**config.mk**
```make
export PLATFORM = sky130hd
export DESIGN_NAME = mp_table_irq_route_lookup_flat
export DESIGN_NICKNAME = d
export VERILOG_FILES = /design/src/design/mpirq_pkg.sv /design/src/design/mpirq_in_if.sv /design/src/design/mpirq_out_if.sv /design/src/design/mpirq_parse.sv /design/src/design/mp_table_irq_route_lookup.sv /design/src/flat_wrapper.sv
export SDC_FILE = /design/constraint.sdc
export NUM_CORES = 1
export LEC_CHECK = 0
export ABC_AREA = 1
export BUFFER_PORTS_ARGS = -buffer_cell sky130_fd_sc_hd__buf_2
export CAP_MARGIN = 5
export CELL_PAD_IN_SITES_DETAIL_PLACEMENT = 2
export CELL_PAD_IN_SITES_GLOBAL_PLACEMENT = 2
export CORE_ASPECT_RATIO = 1.2
export CORE_MARGIN = 3
export CORE_UTILIZATION = 40
export DETAILED_ROUTE_END_ITERATION = 8
export GPL_TIMING_DRIVEN = 0
export PLACE_DENSITY_LB_ADDON = 0.1
export SYNTH_ARGS = -nofsm -noshare
export SYNTH_HDL_FRONTEND = slang
export SYNTH_SLANG_ARGS = --single-unit
```
**constraint.sdc**
```tcl
create_clock -name clk_i -period 5.75 [get_ports clk_i]
set_input_delay 0.8625 -clock clk_i [delete_from_list [all_inputs] [get_ports clk_i]]
set_output_delay 0.8625 -clock clk_i [all_outputs]
set_load 0.05 [all_outputs]
```
**src/design/mpirq_pkg.sv**
```systemverilog
`timescale 1ns / 1ps

package mpirq_pkg;

  // item opcodes
  typedef enum logic {
    OP_START = 1'b0,
    OP_BYTE  = 1'b1
  } mpirq_op_e;

  // query modes
  typedef enum logic {
    MODE_PCI = 1'b0,
    MODE_ISA = 1'b1
  } mpirq_mode_e;

  // result status codes
  typedef enum logic [2:0] {
    ST_FOUND    = 3'd0,
    ST_NOTFOUND = 3'd1,
    ST_RSV_POL  = 3'd2,
    ST_RSV_TRIG = 3'd3,
    ST_BAD_TYPE = 3'd4
  } mpirq_status_e;

  // entry types
  localparam logic [2:0] TYPE_PROC  = 3'd0;
  localparam logic [2:0] TYPE_BUS   = 3'd1;
  localparam logic [2:0] TYPE_IOINT = 3'd3;
  localparam logic [7:0] TYPE_MAX   = 8'd4;

  // last byte position of an entry, and of the captured bytes
  localparam logic [4:0] PROC_LAST  = 5'd19;
  localparam logic [4:0] OTHER_LAST = 5'd7;
  localparam logic [4:0] CAP_LAST   = 5'd6;

  // two-bit flag codes
  localparam logic [1:0] FLAG_RSV  = 2'b10;
  localparam logic [1:0] FLAG_HIGH = 2'b11;

  // bus name prefix of the ISA bus
  localparam logic [7:0] CHAR_I = 8'h49;
  localparam logic [7:0] CHAR_S = 8'h53;
  localparam logic [7:0] CHAR_A = 8'h41;

  // one input word
  typedef struct packed {
    logic       opcode;
    logic       query_mode;
    logic [7:0] query_bus;
    logic [4:0] query_slot;
    logic [1:0] query_func;
    logic [7:0] query_isa_irq;
    logic [7:0] table_byte;
  } mpirq_item_t;

  // one result word
  typedef struct packed {
    logic [2:0] status;
    logic [7:0] ioapic_id;
    logic [7:0] ioapic_pin;
    logic       pol_low;
    logic       trig_level;
  } mpirq_res_t;

endpackage

```
**src/design/mpirq_in_if.sv**
```systemverilog
`timescale 1ns / 1ps

interface mpirq_in_if;
  logic       valid;
  logic       ready;
  logic       opcode;
  logic       query_mode;
  logic [7:0] query_bus;
  logic [4:0] query_slot;
  logic [1:0] query_func;
  logic [7:0] query_isa_irq;
  logic [7:0] table_byte;

  modport source (
    output valid, opcode, query_mode, query_bus, query_slot, query_func,
           query_isa_irq, table_byte,
    input  ready
  );

  modport sink (
    input  valid, opcode, query_mode, query_bus, query_slot, query_func,
           query_isa_irq, table_byte,
    output ready
  );
endinterface

```
**src/design/mpirq_out_if.sv**
```systemverilog
`timescale 1ns / 1ps

interface mpirq_out_if;
  logic       valid;
  logic       ready;
  logic [2:0] status;
  logic [7:0] ioapic_id;
  logic [7:0] ioapic_pin;
  logic       pol_low;
  logic       trig_level;

  modport source (
    output valid, status, ioapic_id, ioapic_pin, pol_low, trig_level,
    input  ready
  );

  modport sink (
    input  valid, status, ioapic_id, ioapic_pin, pol_low, trig_level,
    output ready
  );
endinterface

```
**src/design/mpirq_parse.sv**
```systemverilog
`timescale 1ns / 1ps

// entry parser: holds the search state and handles one word per step
module mpirq_parse (
  input  logic               clk_i,
  input  logic               rst_ni,
  input  logic [15:0]        tbl_entries_i,
  input  logic               step_i,
  input  mpirq_pkg::mpirq_item_t item_i,
  output logic               res_valid_o,
  output mpirq_pkg::mpirq_res_t  res_o
);

  logic [4:0]  pos_q, pos_d;
  logic [2:0]  type_q, type_d;
  logic [15:0] left_q, left_d;
  logic [7:0]  cap_q [6];
  logic [7:0]  cap_d [6];
  logic [8:0]  isa_q, isa_d;
  logic        done_q, done_d;
  logic        mode_q, mode_d;
  logic [7:0]  bus_q, bus_d;
  logic [4:0]  slot_q, slot_d;
  logic [1:0]  func_q, func_d;
  logic [7:0]  irq_q, irq_d;

  // next state and result
  always_comb begin
    logic [2:0] cur_type;
    logic       last;
    logic       hit;
    logic [1:0] pol;
    logic [1:0] trig;

    pos_d  = pos_q;
    type_d = type_q;
    left_d = left_q;
    cap_d  = cap_q;
    isa_d  = isa_q;
    done_d = done_q;
    mode_d = mode_q;
    bus_d  = bus_q;
    slot_d = slot_q;
    func_d = func_q;
    irq_d  = irq_q;
    res_valid_o = 1'b0;
    res_o       = '0;
    res_o.status = mpirq_pkg::ST_NOTFOUND;
    cur_type = (pos_q == 5'd0) ? item_i.table_byte[2:0] : type_q;
    last = (cur_type == mpirq_pkg::TYPE_PROC) ? (pos_q == mpirq_pkg::PROC_LAST)
                                              : (pos_q == mpirq_pkg::OTHER_LAST);
    pol  = cap_q[1][1:0];
    trig = cap_q[1][3:2];
    if (mode_q == mpirq_pkg::MODE_PCI) begin
      hit = (cap_q[3] == bus_q) && (cap_q[4][6:2] == slot_q) && (cap_q[4][1:0] == func_q);
    end else begin
      hit = isa_q[8] && (cap_q[3] == isa_q[7:0]) && (cap_q[4] == irq_q);
    end

    if (step_i) begin
      if (item_i.opcode == mpirq_pkg::OP_START) begin
        // load a new query and restart the walk
        mode_d = item_i.query_mode;
        bus_d  = item_i.query_bus;
        slot_d = item_i.query_slot;
        func_d = item_i.query_func;
        irq_d  = item_i.query_isa_irq;
        left_d = tbl_entries_i;
        pos_d  = '0;
        type_d = '0;
        for (int i = 0; i < 6; i++) cap_d[i] = '0;
        isa_d  = '0;
        done_d = (tbl_entries_i == 16'd0);
        res_valid_o = (tbl_entries_i == 16'd0);
      end else if (!done_q) begin
        if (pos_q == 5'd0 && item_i.table_byte > mpirq_pkg::TYPE_MAX) begin
          // unknown entry type
          done_d = 1'b1;
          res_valid_o  = 1'b1;
          res_o.status = mpirq_pkg::ST_BAD_TYPE;
        end else begin
          if (pos_q == 5'd0) type_d = cur_type;
          if (pos_q != 5'd0 && pos_q <= mpirq_pkg::CAP_LAST) begin
            cap_d[pos_q[2:0] - 3'd1] = item_i.table_byte;
          end
          if (!last) begin
            pos_d = pos_q + 5'd1;
          end else begin
            // end of entry
            pos_d  = '0;
            left_d = left_q - 16'd1;
            if (cur_type == mpirq_pkg::TYPE_BUS && mode_q == mpirq_pkg::MODE_ISA) begin
              if (cap_q[1] == mpirq_pkg::CHAR_I && cap_q[2] == mpirq_pkg::CHAR_S
                  && cap_q[3] == mpirq_pkg::CHAR_A) begin
                isa_d = {1'b1, cap_q[0]};
              end
            end
            if (cur_type == mpirq_pkg::TYPE_IOINT && hit) begin
              done_d = 1'b1;
              res_valid_o = 1'b1;
              if (pol == mpirq_pkg::FLAG_RSV) begin
                res_o.status = mpirq_pkg::ST_RSV_POL;
              end else if (trig == mpirq_pkg::FLAG_RSV) begin
                res_o.status = mpirq_pkg::ST_RSV_TRIG;
              end else begin
                res_o.status     = mpirq_pkg::ST_FOUND;
                res_o.ioapic_id  = cap_q[5];
                res_o.ioapic_pin = item_i.table_byte;
                res_o.pol_low    = (pol == mpirq_pkg::FLAG_HIGH);
                res_o.trig_level = (trig == mpirq_pkg::FLAG_HIGH);
              end
            end else if (left_q == 16'd1) begin
              // table exhausted
              done_d = 1'b1;
              res_valid_o = 1'b1;
            end
          end
        end
      end
    end
  end

  // search state
  always_ff @(posedge clk_i or negedge rst_ni) begin
    if (!rst_ni) begin
      pos_q  <= '0;
      type_q <= '0;
      left_q <= '0;
      for (int i = 0; i < 6; i++) cap_q[i] <= '0;
      isa_q  <= '0;
      done_q <= 1'b1;
      mode_q <= mpirq_pkg::MODE_PCI;
      bus_q  <= '0;
      slot_q <= '0;
      func_q <= '0;
      irq_q  <= '0;
    end else begin
      pos_q  <= pos_d;
      type_q <= type_d;
      left_q <= left_d;
      cap_q  <= cap_d;
      isa_q  <= isa_d;
      done_q <= done_d;
      mode_q <= mode_d;
      bus_q  <= bus_d;
      slot_q <= slot_d;
      func_q <= func_d;
      irq_q  <= irq_d;
    end
  end

endmodule

```
**src/design/mp_table_irq_route_lookup.sv**
```systemverilog
`timescale 1ns / 1ps

// MP-table interrupt routing lookup. A start word loads a PCI bus/slot/function
// or ISA irq query; table words then stream the entry area one byte each, and
// the block answers once per search with the matching I/O APIC id and pin,
// polarity and trigger, or a not-found / reserved-code / bad-type status.
// One word is taken every cycle unless a waiting result stalls the input. Each
// byte is handled by the entry parser between an input and a result register,
// so the word that decides a result passes the input register and the parser
// before the result register holds it. While a result word waits on the
// output, the input register can hold one more word, then the input stalls
// until the result is taken. The entry count register is sampled by a start.
module mp_table_irq_route_lookup (
  input  logic        clk_i,
  input  logic        rst_ni,
  input  logic        cfg_we_i,
  input  logic [15:0] cfg_wdata_i,
  mpirq_in_if.sink    in_i,
  mpirq_out_if.source out_o
);

  logic [15:0]           tbl_entries_q;
  logic                  s1_valid_q;
  mpirq_pkg::mpirq_item_t s1_item_q;
  logic                  out_valid_q;
  mpirq_pkg::mpirq_res_t  out_res_q;
  logic                  advance;
  logic                  step;
  logic                  res_valid;
  mpirq_pkg::mpirq_res_t  res;

  assign advance    = !out_valid_q || out_o.ready;
  assign step       = s1_valid_q && advance;
  assign in_i.ready = !s1_valid_q || advance;

  // configuration register
  always_ff @(posedge clk_i or negedge rst_ni) begin
    if (!rst_ni) begin
      tbl_entries_q <= '0;
    end else if (cfg_we_i) begin
      tbl_entries_q <= cfg_wdata_i;
    end
  end

  // input register
  always_ff @(posedge clk_i or negedge rst_ni) begin
    if (!rst_ni) begin
      s1_valid_q <= 1'b0;
    end else if (in_i.valid && in_i.ready) begin
      s1_valid_q <= 1'b1;
    end else if (advance) begin
      s1_valid_q <= 1'b0;
    end
  end

  always_ff @(posedge clk_i) begin
    if (in_i.valid && in_i.ready) begin
      s1_item_q.opcode        <= in_i.opcode;
      s1_item_q.query_mode    <= in_i.query_mode;
      s1_item_q.query_bus     <= in_i.query_bus;
      s1_item_q.query_slot    <= in_i.query_slot;
      s1_item_q.query_func    <= in_i.query_func;
      s1_item_q.query_isa_irq <= in_i.query_isa_irq;
      s1_item_q.table_byte    <= in_i.table_byte;
    end
  end

  mpirq_parse u_parse (
    .clk_i         (clk_i),
    .rst_ni        (rst_ni),
    .tbl_entries_i (tbl_entries_q),
    .step_i        (step),
    .item_i        (s1_item_q),
    .res_valid_o   (res_valid),
    .res_o         (res)
  );

  // result register
  always_ff @(posedge clk_i or negedge rst_ni) begin
    if (!rst_ni) begin
      out_valid_q <= 1'b0;
    end else if (step && res_valid) begin
      out_valid_q <= 1'b1;
    end else if (out_o.ready) begin
      out_valid_q <= 1'b0;
    end
  end

  always_ff @(posedge clk_i) begin
    if (step && res_valid) begin
      out_res_q <= res;
    end
  end

  assign out_o.valid      = out_valid_q;
  assign out_o.status     = out_res_q.status;
  assign out_o.ioapic_id  = out_res_q.ioapic_id;
  assign out_o.ioapic_pin = out_res_q.ioapic_pin;
  assign out_o.pol_low    = out_res_q.pol_low;
  assign out_o.trig_level = out_res_q.trig_level;

endmodule

```
**src/flat_wrapper.sv**
```systemverilog
// flat-port wrapper written by rule: the top's interface ports become plain ports
module mp_table_irq_route_lookup_flat 
  (clk_i, rst_ni, cfg_we_i, cfg_wdata_i, in_i_valid, in_i_opcode, in_i_query_mode, in_i_query_bus, in_i_query_slot, in_i_query_func, in_i_query_isa_irq, in_i_table_byte, in_i_ready, out_o_valid, out_o_status, out_o_ioapic_id, out_o_ioapic_pin, out_o_pol_low, out_o_trig_level, out_o_ready);
  mpirq_in_if in_i_i ();
  mpirq_out_if out_o_i ();
  input  logic clk_i;
  input  logic rst_ni;
  input  logic cfg_we_i;
  input  logic [15:0] cfg_wdata_i;
  input wire logic [$bits(in_i_i.valid)-1:0] in_i_valid;
  input wire logic [$bits(in_i_i.opcode)-1:0] in_i_opcode;
  input wire logic [$bits(in_i_i.query_mode)-1:0] in_i_query_mode;
  input wire logic [$bits(in_i_i.query_bus)-1:0] in_i_query_bus;
  input wire logic [$bits(in_i_i.query_slot)-1:0] in_i_query_slot;
  input wire logic [$bits(in_i_i.query_func)-1:0] in_i_query_func;
  input wire logic [$bits(in_i_i.query_isa_irq)-1:0] in_i_query_isa_irq;
  input wire logic [$bits(in_i_i.table_byte)-1:0] in_i_table_byte;
  output wire logic [$bits(in_i_i.ready)-1:0] in_i_ready;
  output wire logic [$bits(out_o_i.valid)-1:0] out_o_valid;
  output wire logic [$bits(out_o_i.status)-1:0] out_o_status;
  output wire logic [$bits(out_o_i.ioapic_id)-1:0] out_o_ioapic_id;
  output wire logic [$bits(out_o_i.ioapic_pin)-1:0] out_o_ioapic_pin;
  output wire logic [$bits(out_o_i.pol_low)-1:0] out_o_pol_low;
  output wire logic [$bits(out_o_i.trig_level)-1:0] out_o_trig_level;
  input wire logic [$bits(out_o_i.ready)-1:0] out_o_ready;
  assign in_i_i.valid = in_i_valid;
  assign in_i_i.opcode = in_i_opcode;
  assign in_i_i.query_mode = in_i_query_mode;
  assign in_i_i.query_bus = in_i_query_bus;
  assign in_i_i.query_slot = in_i_query_slot;
  assign in_i_i.query_func = in_i_query_func;
  assign in_i_i.query_isa_irq = in_i_query_isa_irq;
  assign in_i_i.table_byte = in_i_table_byte;
  assign in_i_ready = in_i_i.ready;
  assign out_o_valid = out_o_i.valid;
  assign out_o_status = out_o_i.status;
  assign out_o_ioapic_id = out_o_i.ioapic_id;
  assign out_o_ioapic_pin = out_o_i.ioapic_pin;
  assign out_o_pol_low = out_o_i.pol_low;
  assign out_o_trig_level = out_o_i.trig_level;
  assign out_o_i.ready = out_o_ready;
  mp_table_irq_route_lookup u_core (.clk_i(clk_i), .rst_ni(rst_ni), .cfg_we_i(cfg_we_i), .cfg_wdata_i(cfg_wdata_i), .in_i(in_i_i), .out_o(out_o_i));
endmodule
```
Yosys cells after proc, flatten, opt, wreduce, memory -nomap -nowiden
Index checks and enable logic that the tools add are counted. W data, S select, Z words.

Register bits: 178.

Bitwise logic cells: 5. $lt $le $gt $ge: 4. Equality and inequality tests: 24. Mux-type cells: 48. $add $sub $neg: 3. Reduce and logical (&&, ||, !) cells: 33.

Operator list (number): $mux W48 (4); $mux W16 (4); $mux W9 (6); $bwmux W48 (1); $mux W21 (2); $mux W18 (2); $demux W8 S3 (1); $eq A8 B7 Y1 const B (3); $eq A8 B8 Y1 (3); $mux W3 (7); $mux W5 (4); $eq A16 B1 Y1 const B (1); $logic_not A16 Y1 (1); $sub A16 B1 Y16 const B (1); $mux W1 (15); $logic_and A1 B1 Y1 (14); $ne A2 B2 Y1 const B (7); $reduce_and A4 Y1 (3); $eq A2 B2 Y1 const B (4); $gt A8 B3 Y1 const B (1); $mux W8 (1); $reduce_or A8 Y1 (1); $reduce_and A6 Y1 (1); $reduce_or A6 Y1 (1); 23 further kinds (29).

Depth between registers and ports, before layout
Depth in word-level cells: 13. Gate-level depth with buffers: 18. Mapped depth without buffers: 17.

By module
From an unflattened synthesis, not the netlist that was laid out.

Cell total of the unflattened synthesis: 849. Area total of the unflattened synthesis: 8121.5 um^2.

By module, submodules not included: mpirq_parse (sequential area each 2653.8 um^2, times used 1, cells an instance 713, area an instance 5749.3 um^2); mp_table_irq_route_lookup (sequential area each 2072.0 um^2, times used 1, cells an instance 136, area an instance 2372.3 um^2).

Worst setup path after synthesis
No wires, ideal clock.

Kind: reg-to-reg. From: register u_core.u_parse.pos_q[0]. To: register u_core.out_res_q (netlist bit u_core.out_o.ioapic_id[0]), enable pin. Slack: 3.220 ns. Setup time: 0.378 ns. Required time: 5.372 ns. Arrival time: 2.152 ns. Cell stages (with the launch flop): 16. Path through: dfrtp_1 -> inv_1 -> ha_1 -> inv_1 -> nor2_8 -> nand2_2 -> nand2_1 -> nand2_2 -> nand3_1 -> nand2_1 -> nand2_1 -> nor2_2 -> nand3_2 -> nand3_1 -> nand2_1 -> nand2_1.

Longest elaborated chain between the ends: 11.

RTL lines: from (decl) (line mpirq_parse.sv:14) `logic [4:0] pos_q, pos_d;`; from (signal assigned) (line mpirq_parse.sv:138) `pos_q <= pos_d;`; $logic_not A5 Y1 (line mpirq_parse.sv:49, mpirq_parse.sv:76); $mux W3 (line mpirq_parse.sv:49) `cur_type = (pos_q == 5'd0) ? item_i.table_byte[2:0] : type_q;`; $eq A3 B2 Y1 (line mpirq_parse.sv:98) `if (cur_type == mpirq_pkg::TYPE_IOINT && hit) begin`; $logic_and A1 B1 Y1 (line mpirq_parse.sv:98); $mux W1 (line mpirq_parse.sv:98); $mux W1 (line mpirq_parse.sv:86) `if (!last) begin`; $mux W1 (*) (line mpirq_parse.sv:76) `if (pos_q == 5'd0 && item_i.table_byte > mpirq_pkg::TYPE_MAX) begin`; $mux W1 (*) (line mpirq_parse.sv:75) `end else if (!done_q) begin`; $mux W1 (*) (line mpirq_parse.sv:61) `if (item_i.opcode == mpirq_pkg::OP_START) begin`; $mux W1 (*) (line mpirq_parse.sv:60) `if (step_i) begin`; $logic_and A1 B1 Y1 (*) (line mp_table_irq_route_lookup.sv:90) `if (step && res_valid) begin`; to (signal assigned) (line mp_table_irq_route_lookup.sv:91) `out_res_q <= res;`; to (decl) (line mp_table_irq_route_lookup.sv:26) `mpirq_pkg::mpirq_res_t out_res_q;`.

Every way passes the cells marked *; elsewhere a longest branch is shown, timed or not. A chain may end at the register's enable or synchronous reset.

Worst setup path in the final report
From: register u_core.u_parse.pos_q[0]. To: register u_core.out_res_q (netlist bit u_core.out_o.trig_level), enable pin.

Same word-level chain as after synthesis.

==> impl_metrics.tcl <==
set metrics [dict create \
    p_leak_nw 4.26 \
    synth_cell_types 43 \
    first_iter_violations 329 \
    crit_path_start "u_core.u_parse.pos_q[0]" \
    startpoint_type "flip-flop" \
    yosysWarningCount 0 \
    synth.most_common_cell "nand2_1" \
    wl_mm 25.1 \
    area_growth_pct 16.9 \
    finalSetupViolCount 0 \
    grtUsageTotal_pct 24.5 \
    hold_class "input pin to asynchronous set/reset pin" \
    min_period_over_period_pct 56.5 \
    die-area_mm2 0.0217 \
    max_slew_margin_pct 36.4 \
    synthesis.nets 931 \
    drc 0 \
    yosys.area.top_type_share_pct 38.5 \
    setup.worst_path.class "flip-flop to flip-flop" \
    worst_pin_slew_ns 0.951 \
    core_mm2 0.0195 \
    fmax_ghz 0.308 \
    wire_per_inst_um 20.3 \
    ys_ff_latch 178 \
    drtAntennaViolNets 0 \
    vias 6464 \
    cts_tree "done" \
    synthArstFlopShare_pct 69.7 \
    fin_nets 1026 \
    crit_end "u_core.out_o.trig_level" \
    gp_congestion 0.871 \
    crit_top_cell "nand2_1" \
    synth_top_area_cell "dfrtp_1" \
    syn_avg_cell_area_um2 9.17 \
    synth_compound_area_share_pct 9.85 \
    cap_violations 0 \
    syn_area_mm2 0.00799 \
    ctsRootBufferMaster "clkbuf_16" \
    avgViaCountPerCell 5.21 \
    clkSinkCount 178 \
    cp_slowest_stage_delay_ns 0.71 \
    grt_overflow_total 0 \
    status "finished clean" \
    grt_setup_unrepaired "no" \
    synthAdderAreaFrac_pct 0.940 \
    die_h_um 161 \
    post_cts_buffers 0 \
    grt_pass1_wl_mm 41.2 \
    slew_viol_final 0 \
    num_io_pins 77 \
    hold_viol 0 \
    synth_area_leaders "dfrtp_1 39%, edfxtp_1 20%, nand2_1 11%" \
    cts-resized-gates 0 \
    grt_antenna_before_repair 0 \
    dpl_cell_area_mm2 0.00872 \
    hpwlAfterDp_mm 18.0 \
    worstPathMaxFanout 21 \
    drt_first_pass_iters 4 \
    crit_slowest_cell "nand2_1" \
    r2r-start "u_core.u_parse.pos_q[0]" \
    synthXorXnorAreaFrac_pct 1.43 \
    cts_buffers 17 \
    reg2reg_depth 15 \
    min_period_ns 3.25 \
    seq_area_frac_synth_pct 59.2 \
    htree_levels 4 \
    synth_mux_area_share_pct 0.564 \
    synth_top_family_by_area "simple AND/OR/NAND/NOR gates" \
    critPathCaptureType "flip-flop" \
    synth_ff_type "dfrtp_1" \
    grt_pass1_vias 7453 \
    num_rows 56 \
    r2r_end "u_core.out_o.trig_level" \
    cts_hold_buf 0 \
    synth_commonest_cells "229 x nand2_1, 123 x dfrtp_1, 115 x inv_1, 85 x o21ai_0, 77 x nor2_1" \
    grt_max_degree 66 \
    rrSetupSlack_ns 2.50 \
    clk_pin_slew_worst_paths_ns 0.08 \
    diodes 0 \
    cp.arrival_ns 3.31 \
    vdd_drop_max_uv 221 \
    initial_utilization_pct 40.9 \
    die_x_um 135 \
    synth_edf_count 54 \
    fin_tns_setup_ns 0 \
    synth_simple_gate_area_share_pct 20.8 \
    insertion_delay_ns 0.44 \
    clockBufferDepth 2 \
    worstPathRequired_ns 5.81 \
    fin_skew_ns 0.0125 \
    port_buffers 75 \
    fin_area_mm2 0.00934 \
    drive_above_1_share_pct 15.8 \
    p_per_area_mw_per_mm2 477 \
    crit_chain "inv_1 -> ha_1 -> inv_1 -> nor2_8 -> nand2_2 -> nand2_1 -> nand2_1 -> nand3_1 -> nand2_1 -> nand2_1 -> nor2_2 -> nand3_2 -> nand3_1 -> nand2_1 -> nand2_1" \
    synthCells 871 \
]
-- per-layer routing --
layer  track usage (%)  vias up  share of wire [%]
li1                  -     3013                  -
met1              28.3     3320                 39
met2              46.5       95                 56
met3              3.10       36                2.0
met4              7.93        0                2.4
met5                 0        -                  0
-- cells by family (layout without fill, tap and decap cells) --
kind of cell	Yosys count	count (layout)
multiplexers	4	4
AND/OR/NAND/NOR	387	387
buffers and inverters	141	249
AO/OA/AOI/OAI	142	142
adder cells (fa/ha/maj)	6	6
XOR/XNOR	13	13
flip-flops	178	178
-- cell type report --
class,instances,area (µm²)
repair buffers,76,409
clock inverters,15,193
plain buffers,22,133
inverters,119,449
multi-input cells,552,2680
fillers,2101,10200
clock buffers,17,425
flip-flops and latches,178,4730
well taps,261,327
-- registers in the layout, summed over array words and instances, names as in the netlist, 2 cells and up --
register / flops
u_core.u_parse.cap_q: 48
u_core.s1_item_q: 33
u_core.tbl_entries_q: 16
u_core.u_parse.left_q: 16
u_core.u_parse.isa_q: 9
u_core.out_o.ioapic_id: 8
u_core.out_o.ioapic_pin: 8
u_core.u_parse.bus_q: 8
u_core.u_parse.irq_q: 8
u_core.u_parse.pos_q: 5
u_core.u_parse.slot_q: 5
u_core.out_o.status: 3
u_core.u_parse.type_q: 3
u_core.u_parse.func_q: 2
-- critical path, delay by kind of cell (launching register included) --
kind	cells	cell delay [ns]
fa+ha+maj	1	0.24
flops	1	0.41
simple gates	12	1.90
buf+inv	2	0.32
-- how the worst min path moves through the flow --
stage                          from                 endpoint  slack, ns  cells past startpoint
2_1_floorplan  u_core.s1_item_q[13]  u_core.u_parse.irq_q[5]       0.43                      2
5_1_grt                      rst_ni  u_core.u_parse.bus_q[1]       0.43                      1
3_3_place_gp   u_core.s1_item_q[11]  u_core.u_parse.irq_q[3]       0.44                      2
4_1_cts                      rst_ni  u_core.u_parse.bus_q[1]       0.41                      1
6_report                     rst_ni  u_core.u_parse.bus_q[1]       0.40                      1
3_5_place_dp    u_core.s1_item_q[8]  u_core.u_parse.irq_q[0]       0.45                      2
-- metrics by stage --
stage          cells  util [%]  power [W]  hold slack (ns)  setup WS [ns]
3_5_place_dp    1208      44.6    0.00321            0.453           2.59
3_3_place_gp    1207      44.5    0.00307            0.442           2.12
5_1_grt         1240      47.8    0.00475            0.429           2.22
6_report        1240      47.8    0.00445            0.396           2.50
4_1_cts         1240      47.8    0.00449            0.408           2.46
2_1_floorplan    871         -    0.00272            0.425           3.22
-- power by group --
group          internal (W)  total (W)  switching (W)
logic              0.000411    0.00144        0.00103
registers           0.00159    0.00178       0.000189
clock network      0.000665    0.00124       0.000573
-- layout by cell type, fill, tap and decap left out, types with 12 or more instances in the layout --
cell and n:
o22ai_1 29, nor2_1 77, clkbuf_16 17, buf_2 77, edfxtp_1 54, nand3_1 33, nor2_2 12, dfrtp_1 123
o21ai_0 85, nand2_1 229, inv_1 114
Note: power is estimated with default switching activity, not from simulation.
